[config.mk]
export PLATFORM = sky130hd
export DESIGN_NAME = multimeter_mode_and_scaling_flat
export DESIGN_NICKNAME = d
export VERILOG_FILES = /design/src/design/mms_pkg.sv /design/src/design/mms_if.sv /design/src/design/multimeter_mode_and_scaling.sv /design/src/flat_wrapper.sv
export SDC_FILE = /design/constraint.sdc
export NUM_CORES = 2
export LEC_CHECK = 0
export BUFFER_PORTS_ARGS = -buffer_cell sky130_fd_sc_hd__buf_2
export CAP_MARGIN = 20
export CORE_MARGIN = 8
export CORE_UTILIZATION = 55
export CTS_BUF_LIST = sky130_fd_sc_hd__clkbuf_8
export CTS_CLUSTER_DIAMETER = 60
export DETAILED_ROUTE_END_ITERATION = 10
export PLACE_DENSITY_LB_ADDON = 0.08
export SLEW_MARGIN = 20
export SYNTH_ARGS = -nofsm -noshare
export SYNTH_HDL_FRONTEND = slang
export SYNTH_SLANG_ARGS = --single-unit
[constraint.sdc]
create_clock -name clk_i -period 20.5 [get_ports clk_i]
set_clock_uncertainty 0.05 [all_clocks]
set_input_delay 4.1 -clock clk_i [delete_from_list [all_inputs] [get_ports clk_i]]
set_output_delay 4.1 -clock clk_i [all_outputs]
set_load 0.02 [all_outputs]
[src/design/mms_pkg.sv]
`default_nettype none
package mms_pkg;

  typedef enum logic [2:0] {
    MODE_MENU     = 3'd0,
    MODE_HELD     = 3'd1,
    MODE_RELEASED = 3'd2,
    MODE_VOLTS    = 3'd3,
    MODE_OHMS     = 3'd4,
    MODE_AMPS     = 3'd5
  } mode_e;

  typedef enum logic [1:0] {
    CFG_CONT_LIMIT = 2'd0,
    CFG_ZERO_CUT   = 2'd1,
    CFG_OPEN_RAW   = 2'd2,
    CFG_REF_OHM    = 2'd3
  } cfg_idx_e;

  localparam int unsigned READ_W       = 22;
  localparam int unsigned CFG_W        = 22;
  localparam logic [READ_W-1:0] READ_MAX = {READ_W{1'b1}};
  localparam logic [7:0]  BTN_SAVE     = 8'h80;
  localparam logic [7:0]  BTN_VOLTS    = 8'h01;
  localparam logic [7:0]  BTN_OHMS     = 8'h02;
  localparam logic [7:0]  BTN_AMPS     = 8'h04;
  localparam logic [4:0]  VOLT_SAMPLES = 5'd30;
  localparam logic [1:0]  CHAN_NONE    = 2'd3;

endpackage
`default_nettype wire

[src/design/mms_if.sv]
`default_nettype none
interface mms_in_if #(parameter int AdcBits = 10);
  logic               valid;
  logic               ready;
  logic               command;
  logic [7:0]         buttons;
  logic [AdcBits-1:0] adc_value;
  modport source (output valid, command, buttons, adc_value, input ready);
  modport sink   (input valid, command, buttons, adc_value, output ready);
endinterface

interface mms_out_if;
  logic                        valid;
  logic                        ready;
  logic [2:0]                  mode;
  logic [1:0]                  sample_channel;
  logic                        collecting;
  logic                        reading_valid;
  logic [mms_pkg::READ_W-1:0]  reading;
  logic [mms_pkg::READ_W-1:0]  saved_value;
  logic                        save_done;
  logic                        continuity;
  modport source (output valid, mode, sample_channel, collecting, reading_valid, reading,
                  saved_value, save_done, continuity, input ready);
  modport sink   (input valid, mode, sample_channel, collecting, reading_valid, reading,
                  saved_value, save_done, continuity, output ready);
endinterface

interface mms_cfg_if;
  logic                       valid;
  logic                       ready;
  logic [1:0]                 index;
  logic [mms_pkg::CFG_W-1:0]  data;
  modport source (output valid, index, data, input ready);
  modport sink   (input valid, index, data, output ready);
endinterface
`default_nettype wire

[src/design/multimeter_mode_and_scaling.sv]
`default_nettype none
// Channel   Dir  Payload                                        Handshake
// in_i      in   command, buttons, adc_value                    valid/ready
// out_o     out  mode, sample_channel, collecting, reading_valid,
//                reading, saved_value, save_done, continuity    valid/ready
// cfg_i     in   index, data                                    valid/ready (always ready)
//
// A tick, or a sample that does not finish a measurement, goes from accept through the
// S_EMIT state to the result register. A sample that finishes a reading passes S_PREP,
// S_DIV, S_FIN and S_EMIT: the restoring divider retires one quotient bit per cycle
// over the ADC_BITS + 26 bit numerator. One item is in work at a time; the result
// register lets the next item in while the last result waits. Reset is async, active
// low, and clears mode, collection, readings, saved readings and registers to defaults.
module multimeter_mode_and_scaling #(
  parameter int ADC_BITS = 10
) (
  input  wire       clk_i,
  input  wire       rst_ni,
  mms_in_if.sink    in_i,
  mms_out_if.source out_o,
  mms_cfg_if.sink   cfg_i
);

  localparam int FULL  = (1 << ADC_BITS) - 1;
  localparam int SUM_W = ADC_BITS + 5;
  localparam int NUM_W = ADC_BITS + 26;
  localparam int DEN_W = ADC_BITS + 8;
  localparam int CNT_W = $clog2(NUM_W + 1);
  localparam int RW    = mms_pkg::READ_W;

  localparam logic [NUM_W-1:0] VOLT_MUL = NUM_W'(25100);
  localparam logic [NUM_W-1:0] AMP_MUL  = NUM_W'(50200000);
  localparam logic [NUM_W-1:0] AMP_OFF  = NUM_W'(57 * FULL);
  localparam logic [DEN_W-1:0] VOLT_DEN = DEN_W'(30 * FULL);
  localparam logic [DEN_W-1:0] AMP_DEN  = DEN_W'(210 * FULL);
  localparam logic [ADC_BITS-1:0] FULL_CODE = {ADC_BITS{1'b1}};

  typedef enum logic [2:0] {S_IDLE, S_PREP, S_DIV, S_FIN, S_EMIT} state_e;

  // configuration
  logic [21:0] cont_limit_q;
  logic [14:0] zero_cut_q;
  logic [9:0]  open_raw_q;
  logic [15:0] ref_ohm_q;

  state_e                 state_q;
  mms_pkg::mode_e         mode_q;
  logic [7:0]             chosen_q;
  logic [4:0]             taken_q;
  logic                   discard_q;
  logic [SUM_W-1:0]       sum_q;
  logic [RW-1:0]          last_q [3];
  logic [RW-1:0]          saved_q [3];
  logic                   tone_q;
  logic                   rvalid_q;
  logic                   saveflag_q;

  // divider
  logic [SUM_W-1:0]       op_q;
  logic [NUM_W-1:0]       num_q;
  logic [DEN_W-1:0]       den_q;
  logic [DEN_W-1:0]       rem_q;
  logic [CNT_W-1:0]       cnt_q;
  logic                   neg_q;

  logic                   in_acc;
  logic                   meter;
  logic [1:0]             midx;
  logic [ADC_BITS-1:0]    raw;
  logic [SUM_W-1:0]       sum_nx;
  logic [4:0]             taken_nx;
  logic [DEN_W:0]         trial;
  logic                   qbit;
  logic [NUM_W-1:0]       prod;
  logic [RW-1:0]          qsat;
  logic [RW-1:0]          val;

  assign cfg_i.ready = 1'b1;
  assign in_i.ready  = (state_q == S_IDLE);
  assign in_acc      = in_i.valid && in_i.ready;
  assign raw         = in_i.adc_value;
  assign meter       = (mode_q == mms_pkg::MODE_VOLTS) || (mode_q == mms_pkg::MODE_OHMS) ||
                       (mode_q == mms_pkg::MODE_AMPS);
  assign midx        = 2'(mode_q - mms_pkg::MODE_VOLTS);
  assign sum_nx      = sum_q + SUM_W'(raw);
  assign taken_nx    = taken_q + 5'd1;

  // one restoring step a cycle
  assign trial = {rem_q, num_q[NUM_W-1]};
  assign qbit  = (trial >= {1'b0, den_q});

  always_comb begin
    case (mode_q)
      mms_pkg::MODE_VOLTS: prod = NUM_W'(op_q) * VOLT_MUL;
      mms_pkg::MODE_OHMS:  prod = NUM_W'(op_q[ADC_BITS-1:0]) * NUM_W'(ref_ohm_q);
      default:             prod = NUM_W'(op_q) * AMP_MUL;
    endcase
  end

  assign qsat = (|num_q[NUM_W-1:RW]) ? mms_pkg::READ_MAX : num_q[RW-1:0];

  always_comb begin
    case (mode_q)
      mms_pkg::MODE_VOLTS: val = (qsat < RW'(zero_cut_q)) ? '0 : qsat;
      mms_pkg::MODE_OHMS: begin
        if (op_q[ADC_BITS-1:0] > ADC_BITS'(open_raw_q)) begin
          val = '0;
        end else if (op_q[ADC_BITS-1:0] == FULL_CODE) begin
          val = mms_pkg::READ_MAX;
        end else begin
          val = qsat;
        end
      end
      default: val = neg_q ? '0 : qsat;
    endcase
  end

  always_ff @(posedge clk_i or negedge rst_ni) begin
    if (!rst_ni) begin
      cont_limit_q <= 22'd500;
      zero_cut_q   <= 15'd20;
      open_raw_q   <= 10'd1021;
      ref_ohm_q    <= 16'd4680;
    end else if (cfg_i.valid) begin
      case (cfg_i.index)
        mms_pkg::CFG_CONT_LIMIT: cont_limit_q <= cfg_i.data;
        mms_pkg::CFG_ZERO_CUT:   zero_cut_q   <= cfg_i.data[14:0];
        mms_pkg::CFG_OPEN_RAW:   open_raw_q   <= cfg_i.data[9:0];
        mms_pkg::CFG_REF_OHM:    ref_ohm_q    <= cfg_i.data[15:0];
        default: ;
      endcase
    end
  end

  always_ff @(posedge clk_i) begin
    case (state_q)
      S_IDLE: op_q <= (mode_q == mms_pkg::MODE_VOLTS) ? sum_nx : SUM_W'(raw);
      S_PREP: begin
        rem_q <= '0;
        cnt_q <= CNT_W'(NUM_W);
        neg_q <= 1'b0;
        case (mode_q)
          mms_pkg::MODE_VOLTS: begin
            num_q <= prod;
            den_q <= VOLT_DEN;
          end
          mms_pkg::MODE_OHMS: begin
            num_q <= prod;
            den_q <= DEN_W'(FULL_CODE - op_q[ADC_BITS-1:0]);
          end
          default: begin
            neg_q <= (prod < AMP_OFF);
            num_q <= prod - AMP_OFF;
            den_q <= AMP_DEN;
          end
        endcase
      end
      S_DIV: begin
        num_q <= {num_q[NUM_W-2:0], qbit};
        rem_q <= qbit ? DEN_W'(trial - {1'b0, den_q}) : trial[DEN_W-1:0];
        cnt_q <= cnt_q - 1'b1;
      end
      default: ;
    endcase
  end

  always_ff @(posedge clk_i or negedge rst_ni) begin
    if (!rst_ni) begin
      state_q    <= S_IDLE;
      mode_q     <= mms_pkg::MODE_MENU;
      chosen_q   <= '0;
      taken_q    <= '0;
      discard_q  <= 1'b0;
      sum_q      <= '0;
      last_q     <= '{default: '0};
      saved_q    <= '{default: '0};
      tone_q     <= 1'b0;
      rvalid_q   <= 1'b0;
      saveflag_q <= 1'b0;
      out_o.valid          <= 1'b0;
      out_o.mode           <= '0;
      out_o.sample_channel <= '0;
      out_o.collecting     <= 1'b0;
      out_o.reading_valid  <= 1'b0;
      out_o.reading        <= '0;
      out_o.saved_value    <= '0;
      out_o.save_done      <= 1'b0;
      out_o.continuity     <= 1'b0;
    end else begin
      // in S_EMIT the reload below decides valid
      if (out_o.valid && out_o.ready && state_q != S_EMIT) begin
        out_o.valid <= 1'b0;
      end
      case (state_q)
        S_IDLE: begin
          if (in_acc) begin
            rvalid_q   <= 1'b0;
            saveflag_q <= 1'b0;
            state_q    <= S_EMIT;
            if (!in_i.command) begin
              // tick: menu walk
              case (mode_q)
                mms_pkg::MODE_HELD: begin
                  if (in_i.buttons == '0) mode_q <= mms_pkg::MODE_RELEASED;
                end
                mms_pkg::MODE_RELEASED: begin
                  discard_q <= 1'b1;
                  taken_q   <= '0;
                  sum_q     <= '0;
                  tone_q    <= 1'b0;
                  case (chosen_q)
                    mms_pkg::BTN_VOLTS: mode_q <= mms_pkg::MODE_VOLTS;
                    mms_pkg::BTN_OHMS:  mode_q <= mms_pkg::MODE_OHMS;
                    mms_pkg::BTN_AMPS:  mode_q <= mms_pkg::MODE_AMPS;
                    default: begin
                      mode_q    <= mms_pkg::MODE_MENU;
                      discard_q <= 1'b0;
                    end
                  endcase
                end
                mms_pkg::MODE_VOLTS, mms_pkg::MODE_OHMS, mms_pkg::MODE_AMPS: begin
                  if (in_i.buttons == mms_pkg::BTN_SAVE) begin
                    saved_q[midx] <= last_q[midx];
                    saveflag_q    <= 1'b1;
                  end else if (in_i.buttons != '0) begin
                    chosen_q  <= in_i.buttons;
                    mode_q    <= mms_pkg::MODE_HELD;
                    discard_q <= 1'b0;
                    taken_q   <= '0;
                    sum_q     <= '0;
                    tone_q    <= 1'b0;
                  end
                end
                default: begin
                  // menu, and the unused codes
                  mode_q <= mms_pkg::MODE_MENU;
                  if (in_i.buttons == mms_pkg::BTN_VOLTS ||
                      in_i.buttons == mms_pkg::BTN_OHMS ||
                      in_i.buttons == mms_pkg::BTN_AMPS) begin
                    chosen_q <= in_i.buttons;
                    mode_q   <= mms_pkg::MODE_HELD;
                  end
                end
              endcase
            end else if (meter) begin
              if (discard_q) begin
                discard_q <= 1'b0;
              end else if (mode_q == mms_pkg::MODE_VOLTS && taken_nx < mms_pkg::VOLT_SAMPLES) begin
                sum_q   <= sum_nx;
                taken_q <= taken_nx;
              end else begin
                state_q <= S_PREP;
              end
            end
          end
        end
        S_PREP: state_q <= S_DIV;
        S_DIV: begin
          if (cnt_q == CNT_W'(1)) state_q <= S_FIN;
        end
        S_FIN: begin
          last_q[midx] <= val;
          if (mode_q == mms_pkg::MODE_OHMS) begin
            tone_q <= (val != '0) && (val < cont_limit_q);
          end
          discard_q <= 1'b1;
          taken_q   <= '0;
          sum_q     <= '0;
          rvalid_q  <= 1'b1;
          state_q   <= S_EMIT;
        end
        S_EMIT: begin
          if (!out_o.valid || out_o.ready) begin
            out_o.valid          <= 1'b1;
            out_o.mode           <= mode_q;
            out_o.sample_channel <= meter ? midx : mms_pkg::CHAN_NONE;
            out_o.collecting     <= meter;
            out_o.reading_valid  <= rvalid_q;
            out_o.reading        <= meter ? last_q[midx] : '0;
            out_o.saved_value    <= meter ? saved_q[midx] : '0;
            out_o.save_done      <= saveflag_q;
            out_o.continuity     <= tone_q;
            state_q              <= S_IDLE;
          end
        end
        default: state_q <= S_IDLE;
      endcase
    end
  end

endmodule
`default_nettype wire

[src/flat_wrapper.sv]
// flat-port wrapper written by rule: the top's interface ports become plain ports
module multimeter_mode_and_scaling_flat 
#(
  parameter int ADC_BITS = 10
)
  (clk_i, rst_ni, in_i_valid, in_i_command, in_i_buttons, in_i_adc_value, in_i_ready, out_o_valid, out_o_mode, out_o_sample_channel, out_o_collecting, out_o_reading_valid, out_o_reading, out_o_saved_value, out_o_save_done, out_o_continuity, out_o_ready, cfg_i_valid, cfg_i_index, cfg_i_data, cfg_i_ready);
  mms_in_if #(.AdcBits(10)) in_i_i ();
  mms_out_if out_o_i ();
  mms_cfg_if cfg_i_i ();
  input  wire clk_i;
  input  wire rst_ni;
  input wire logic [$bits(in_i_i.valid)-1:0] in_i_valid;
  input wire logic [$bits(in_i_i.command)-1:0] in_i_command;
  input wire logic [$bits(in_i_i.buttons)-1:0] in_i_buttons;
  input wire logic [$bits(in_i_i.adc_value)-1:0] in_i_adc_value;
  output wire logic [$bits(in_i_i.ready)-1:0] in_i_ready;
  output wire logic [$bits(out_o_i.valid)-1:0] out_o_valid;
  output wire logic [$bits(out_o_i.mode)-1:0] out_o_mode;
  output wire logic [$bits(out_o_i.sample_channel)-1:0] out_o_sample_channel;
  output wire logic [$bits(out_o_i.collecting)-1:0] out_o_collecting;
  output wire logic [$bits(out_o_i.reading_valid)-1:0] out_o_reading_valid;
  output wire logic [$bits(out_o_i.reading)-1:0] out_o_reading;
  output wire logic [$bits(out_o_i.saved_value)-1:0] out_o_saved_value;
  output wire logic [$bits(out_o_i.save_done)-1:0] out_o_save_done;
  output wire logic [$bits(out_o_i.continuity)-1:0] out_o_continuity;
  input wire logic [$bits(out_o_i.ready)-1:0] out_o_ready;
  input wire logic [$bits(cfg_i_i.valid)-1:0] cfg_i_valid;
  input wire logic [$bits(cfg_i_i.index)-1:0] cfg_i_index;
  input wire logic [$bits(cfg_i_i.data)-1:0] cfg_i_data;
  output wire logic [$bits(cfg_i_i.ready)-1:0] cfg_i_ready;
  assign in_i_i.valid = in_i_valid;
  assign in_i_i.command = in_i_command;
  assign in_i_i.buttons = in_i_buttons;
  assign in_i_i.adc_value = in_i_adc_value;
  assign in_i_ready = in_i_i.ready;
  assign out_o_valid = out_o_i.valid;
  assign out_o_mode = out_o_i.mode;
  assign out_o_sample_channel = out_o_i.sample_channel;
  assign out_o_collecting = out_o_i.collecting;
  assign out_o_reading_valid = out_o_i.reading_valid;
  assign out_o_reading = out_o_i.reading;
  assign out_o_saved_value = out_o_i.saved_value;
  assign out_o_save_done = out_o_i.save_done;
  assign out_o_continuity = out_o_i.continuity;
  assign out_o_i.ready = out_o_ready;
  assign cfg_i_i.valid = cfg_i_valid;
  assign cfg_i_i.index = cfg_i_index;
  assign cfg_i_i.data = cfg_i_data;
  assign cfg_i_ready = cfg_i_i.ready;
  multimeter_mode_and_scaling #(.ADC_BITS(ADC_BITS)) u_core (.clk_i(clk_i), .rst_ni(rst_ni), .in_i(in_i_i), .out_o(out_o_i), .cfg_i(cfg_i_i));
endmodule
==> Word level (Yosys, flattened, before mapping) <==
Index checks and enable logic that the tools add are counted.
Widths: inputs -> output; s select.
{ "op_classes": {"bitwise_logic": 3, "n_eq_ne": 39, "mux": 84, "n_reduce_logical": 39, "mul": 3, "order_cmp": 8, "add_sub_neg": 7} }
{ "op_table": {"columns": ["operator", "n"], "rows": [
  ["$mux 22", 12],
  ["$pmux 36 s2", 2],
  ["$bwmux 66", 2],
  ["$mux 15", 7],
  ["$bmux 22 s2", 2],
  ["$pmux 18 s2", 2],
  ["$pmux 15 s2", 2],
  ["$demux 22 s2", 1],
  ["$pmux 22 s2", 1],
  ["$lt 36x16->1 const B", 1],
  ["$mux 36", 1],
  ["$sub 36x16->36 const B", 1],
  ["$mux 5", 7],
  ["$mul 15x20->30 const B", 1],
  ["$mux 3", 10],
  ["$mul 15x13->28 const B", 1],
  ["$mul 10x16->26", 1],
  ["$mux 8", 3],
  ["$lt 22x15->1", 1],
  ["$lt 22x22->1", 1],
  ["$reduce_bool 22->1", 1],
  ["$ne 3x3->1 const B", 7],
  ["$pmux 5 s2", 2],
  ["$ge 19x18->1", 1],
  ["52 further kinds", 113]
]} }
{ "word_totals": {"elab_cells": 218, "out_inout_bits": 56, "ff_bits": 381, "input_bits": 48} }

==> Depth between registers and ports, before layout <==
{ "logic_depth": {"ltp_word": 9, "mapped_depth": 27, "ltp_nobuf": 24} }

==> Worst setup path before layout <==
OpenSTA, ideal clock, no wires.
{ "synth_path": {"path_kind": "flip-flop to flip-flop", "start": "register u_core.op_q[0]", "end": "register u_core.num_q[32], data pin", "period_less_slack_ns": 7.326, "stages_incl_launch_ff": 26, "setup_time_ns": 0.265, "path_buffers": 2, "t_arrival_ns": 7.011, "setup_slack_ns": 13.174, "required_time_ns": 20.185, "path_cell_list": "edfxtp_1 clkbuf_1 clkbuf_1 inv_1 fa_1 inv_1 fa_1 fa_1 inv_1 fa_1 inv_1 fa_1 inv_1 fa_1 inv_1 ha_1 and3_1 a221o_1 o21ai_1 nand2_1 xnor2_1 a221o_1 nor2_1 nand4_4 and3_1 or3_1"} }
{ "synth_via": {"elab_chain_len": 5, "elab_cells_between_ends": 7, "cone_classes": "add/sub: 1; mul: 3; mux: 3"} }
{ "synth_rtl": {"columns": ["item", "line_no", "text"], "rows": [
  ["start, declared", "multimeter_mode_and_scaling.sv:59", "logic [SUM_W-1:0] op_q;"],
  ["start signal, assigned", "multimeter_mode_and_scaling.sv:137", "S_IDLE: op_q <= (mode_q == mms_pkg::MODE_VOLTS) ? sum_nx : SUM_W'(raw);"],
  ["$mul 15x20->30 (tied with other cells)", "multimeter_mode_and_scaling.sv:96", "default: prod = NUM_W'(op_q) * AMP_MUL;"],
  ["$pmux 36 s2 *", "multimeter_mode_and_scaling.sv:93", "case (mode_q)"],
  ["$sub 36x16->36", "multimeter_mode_and_scaling.sv:153", "num_q <= prod - AMP_OFF;"],
  ["$mux 36 *", "multimeter_mode_and_scaling.sv:142", "case (mode_q)"],
  ["$pmux 36 s2 *", "multimeter_mode_and_scaling.sv:136", "case (state_q)"],
  ["end signal, assigned", "multimeter_mode_and_scaling.sv:144", "num_q <= prod;"],
  ["end signal, assigned", "multimeter_mode_and_scaling.sv:148", "num_q <= prod;"],
  ["end signal, assigned", "multimeter_mode_and_scaling.sv:153", null],
  ["end, declared", "multimeter_mode_and_scaling.sv:60", "logic [NUM_W-1:0] num_q;"]
]} }
Mark *: on every way between the ends. The rest lies on a longest branch, timed or not.
A chain may end at the register's enable or synchronous reset.

==> Final worst setup path <==
{ "layout_path": {"start": "register u_core.op_q[2]", "end": "register u_core.num_q[27], data pin"} }
Same word-level chain as after synthesis.

==> flow_metrics.tcl <==
set metrics [dict create \
    status "complete, no violations" \
    grt_util_all_layers 0.2723 \
    fillers 5160 \
    synth_top_area_frac 0.2050 \
    ant_nets 0 \
    cts_hold_buffers 0 \
    place.gp.congestion 0.9734 \
    avgSynthCellArea_um2 9.327 \
    n_antenna_cell 0 \
    path_class "reg2reg" \
    synth_ff_type "dfrtp_1" \
    grt_pass1_wl_um 144100 \
    yosys.area.top_type "dfrtp_1" \
    place_hpwl_um 71260 \
    arrival_ns 8.57 \
    antenna_found_initial 0 \
    path_max_fanout 23 \
    rsz0062_at_grt "false" \
    busiest_layer "met2" \
    slew_headroom 0.2746 \
    netlist_instances 3481 \
    cts_tree "done" \
    synth_edf_count 89 \
    ys_seq_elements 376 \
    die_x_um 259.0 \
    wl_um 92110 \
    grt_util_met2 0.4534 \
    drt_iter0_markers 1716 \
    die_h_um 259.0 \
    worstSetupStartpointType "flip-flop" \
    cp.required_ns 20.78 \
    synth_area_um2 32470 \
    grt_pass1_vias 25620 \
    cts_buffer_depth 3 \
    fin_area_um2 35050 \
    synth.area.top_cells "dfrtp_1 21%, fa_1 16%, ha_1 12%" \
    finalMaxSlewViolations 0 \
    hold_viol_final 0 \
    fin_crit_ns 8.284 \
    clk_latency_ns 0.64 \
    initial_core_util 0.5532 \
    synthArstFlopShare 0.7633 \
    ys_warn_count 0 \
    core_region_area_um2 58690 \
    post_cts_buffers 0 \
    clockRootBuffer "clkbuf_8" \
    critPathSlowestCell "edfxtp_1" \
    fp-row-count 89 \
    port_buffers 102 \
    worst_setup_path_end_kind "flip-flop" \
    drtPass1Iterations 5 \
    vias_per_cell 5.780 \
    synth-seq-area-share 0.3043 \
    slowest_delay_ns 1.04 \
    vias 25240 \
    hp-class "reg2reg" \
    io_pins 104 \
    grt_util_met1 0.3662 \
    ys_types 92 \
    drive_gt1_frac 0.1013 \
    syn_to_final_growth_pct 7.958 \
    die-area_um2 67060 \
    path_clk_slew_ns 0.06 \
    place_area_um2 33630 \
    setup_tns_ns 0 \
    finalCritPeriodShare 0.4041 \
    max_cap_violations 0 \
    synthTopCellsByCount "461 x inv_1, 434 x nand2_1, 315 x ha_1" \
    grt_max_degree 176 \
    met3_usage 0.03848 \
    finalSetupViolations 0 \
    nNetsFinal 4160 \
    cts.htree.levels 3 \
    cts_buffers 69 \
    yosysMostFrequentCell "inv_1" \
    fmax_mhz 120.7 \
    cts_resized 0 \
    syn-num-nets 4100 \
    wl_per_cell_um 21.09 \
    tightestPinTransition_ns 1.088 \
    overflow 0 \
    crit_chain "inv_1, fa_1, inv_1, fa_1, fa_1, inv_1, fa_1, inv_1, fa_1, inv_1, fa_1, inv_1, ha_1, nand3_1, a2111oi_1, o21ai_1, nand2_1, xnor2_1, a221o_1, nor4_1, nand4_1, xnor2_1, a21oi_1" \
    drc_errors 0 \
    cts_sinks 376 \
]
cell families (layout without fill, tap and decap cells):
group / Yosys count / count (layout) / synth area share
buffers and inverters: 611 / 724 / 0.07307
AO/OA/AOI/OAI: 734 / 734 / 0.1362
XOR/XNOR: 106 / 106 / 0.02859
AND/OR/NAND/NOR: 965 / 965 / 0.1403
multiplexers: 117 / 117 / 0.03811
other: 1 / 1 / 0.0001155
adder cells (fa/ha/maj): 571 / 571 / 0.2792
flip-flops: 376 / 376 / 0.3043
path summary, 6_finish.rpt:
path | startpoint | end | slack [ns] | cells after the start
min in group asynchronous | rst_ni | u_core.out_o.valid | 3.48 | 1
max in group asynchronous | rst_ni | u_core.ref_ohm_q[7] | 15.36 | 2
hold / removal | u_core.out_o.reading[13] | u_core.out_o.reading[13] | 0.42 | 2
hold reg to reg | u_core.out_o.reading[13] | u_core.out_o.reading[13] | 0.42 | 2
setup reg to reg | u_core.op_q[2] | u_core.num_q[27] | 12.22 | 23
setup / recovery | u_core.op_q[2] | u_core.num_q[27] | 12.22 | 23
routing by layer:
layer  part of all wire  wire length (µm)
met1               0.44             40380
met2               0.48             44200
met3              0.052              4818
met4              0.029              2708
met5                  0                 0
cell type report:
class / count / area [µm²] / area share
well taps: 773 / 967.2 / 0.02759
clock buffers: 85 / 1170 / 0.03338
inverters: 464 / 1742 / 0.04969
multi-input cells: 2494 / 20250 / 0.5777
clock inverters: 39 / 252.7 / 0.007211
repair buffers: 136 / 788.3 / 0.02249
flip-flops and latches: 376 / 9881 / 0.2819
placed cells by master, fill, tap and decap left out, types with 8 or more instances in the layout:
master    Yosys  routed
a22oi_1      21      21
dfstp_2      21      21
nand2_1     434     434
or3_1        15      15
and2_1       85      85
nor3_1       35      34
or2_2        24      24
fa_1        256     256
a31oi_1      15      15
buf_4         8      33
a21o_1       47      47
mux2i_1      64      64
a21oi_1     168     168
inv_1       461     480
nand2b_1     19      17
xnor2_1      69      69
nand4_1      28      28
mux2_2       53      53
and3_1       23      23
nor4_1       14      14
o21ai_0     306     306
edfxtp_1     89      89
nand3b_1     14      14
o21a_1       21      21
clkbuf_8      0      85
xor2_1       37      37
o221ai_1      8       8
buf_2         3     101
nand3_1      45      44
o31ai_1      16      16
nor2_1      173     172
ha_1        315     315
nor2b_1      18      18
o211ai_1     14      14
o21bai_1     10      10
dfrtp_1     266     266
a211oi_1     23      23
critical path: cells and delay by family (launching register included):
kind / cells / cell delay (ns)
adder cells (fa/ha/maj): 7 / 3.71
buffers and inverters: 6 / 0.60
flip-flops: 1 / 1.04
XOR/XNOR: 2 / 0.25
AO/OA/AOI/OAI: 4 / 1.29
AND/OR/NAND/NOR: 4 / 1.03
state kept, by name (all words and copies together) (netlist names), 5 cells and up:
name and flops:
u_core.op_q 15, u_core.den_q 13, u_core.rem_q 18, u_core.zero_cut_q 15
u_core.ref_ohm_q 16, u_core.out_o.saved_value 22, u_core.last_q 66, u_core.taken_q 5
u_core.chosen_q 8, u_core.out_o.reading 22, u_core.open_raw_q 10, u_core.cnt_q 6
u_core.cont_limit_q 22, u_core.num_q 36, u_core.saved_q 66, u_core.sum_q 15
through the flow:
| stage | worst slack (ns) | hold WS, ns | util | std cells |
|---|---|---|---|---|
| after global placement | 12.55 | 0.4072 | 0.5730 | 4243 |
| after global routing | 11.83 | 0.4488 | 0.5973 | 4367 |
| after detailed placement | 12.36 | 0.4150 | 0.5730 | 4243 |
| after CTS | 12.32 | 0.4281 | 0.5972 | 4367 |
| final | 12.22 | 0.4240 | 0.5973 | 4367 |
| after floorplan | 13.17 | 0.3886 | - | 3481 |
Power is left out: the tool's default activity adds up to more than one toggle a clock period on the data nets, which glitch-free logic cannot reach.
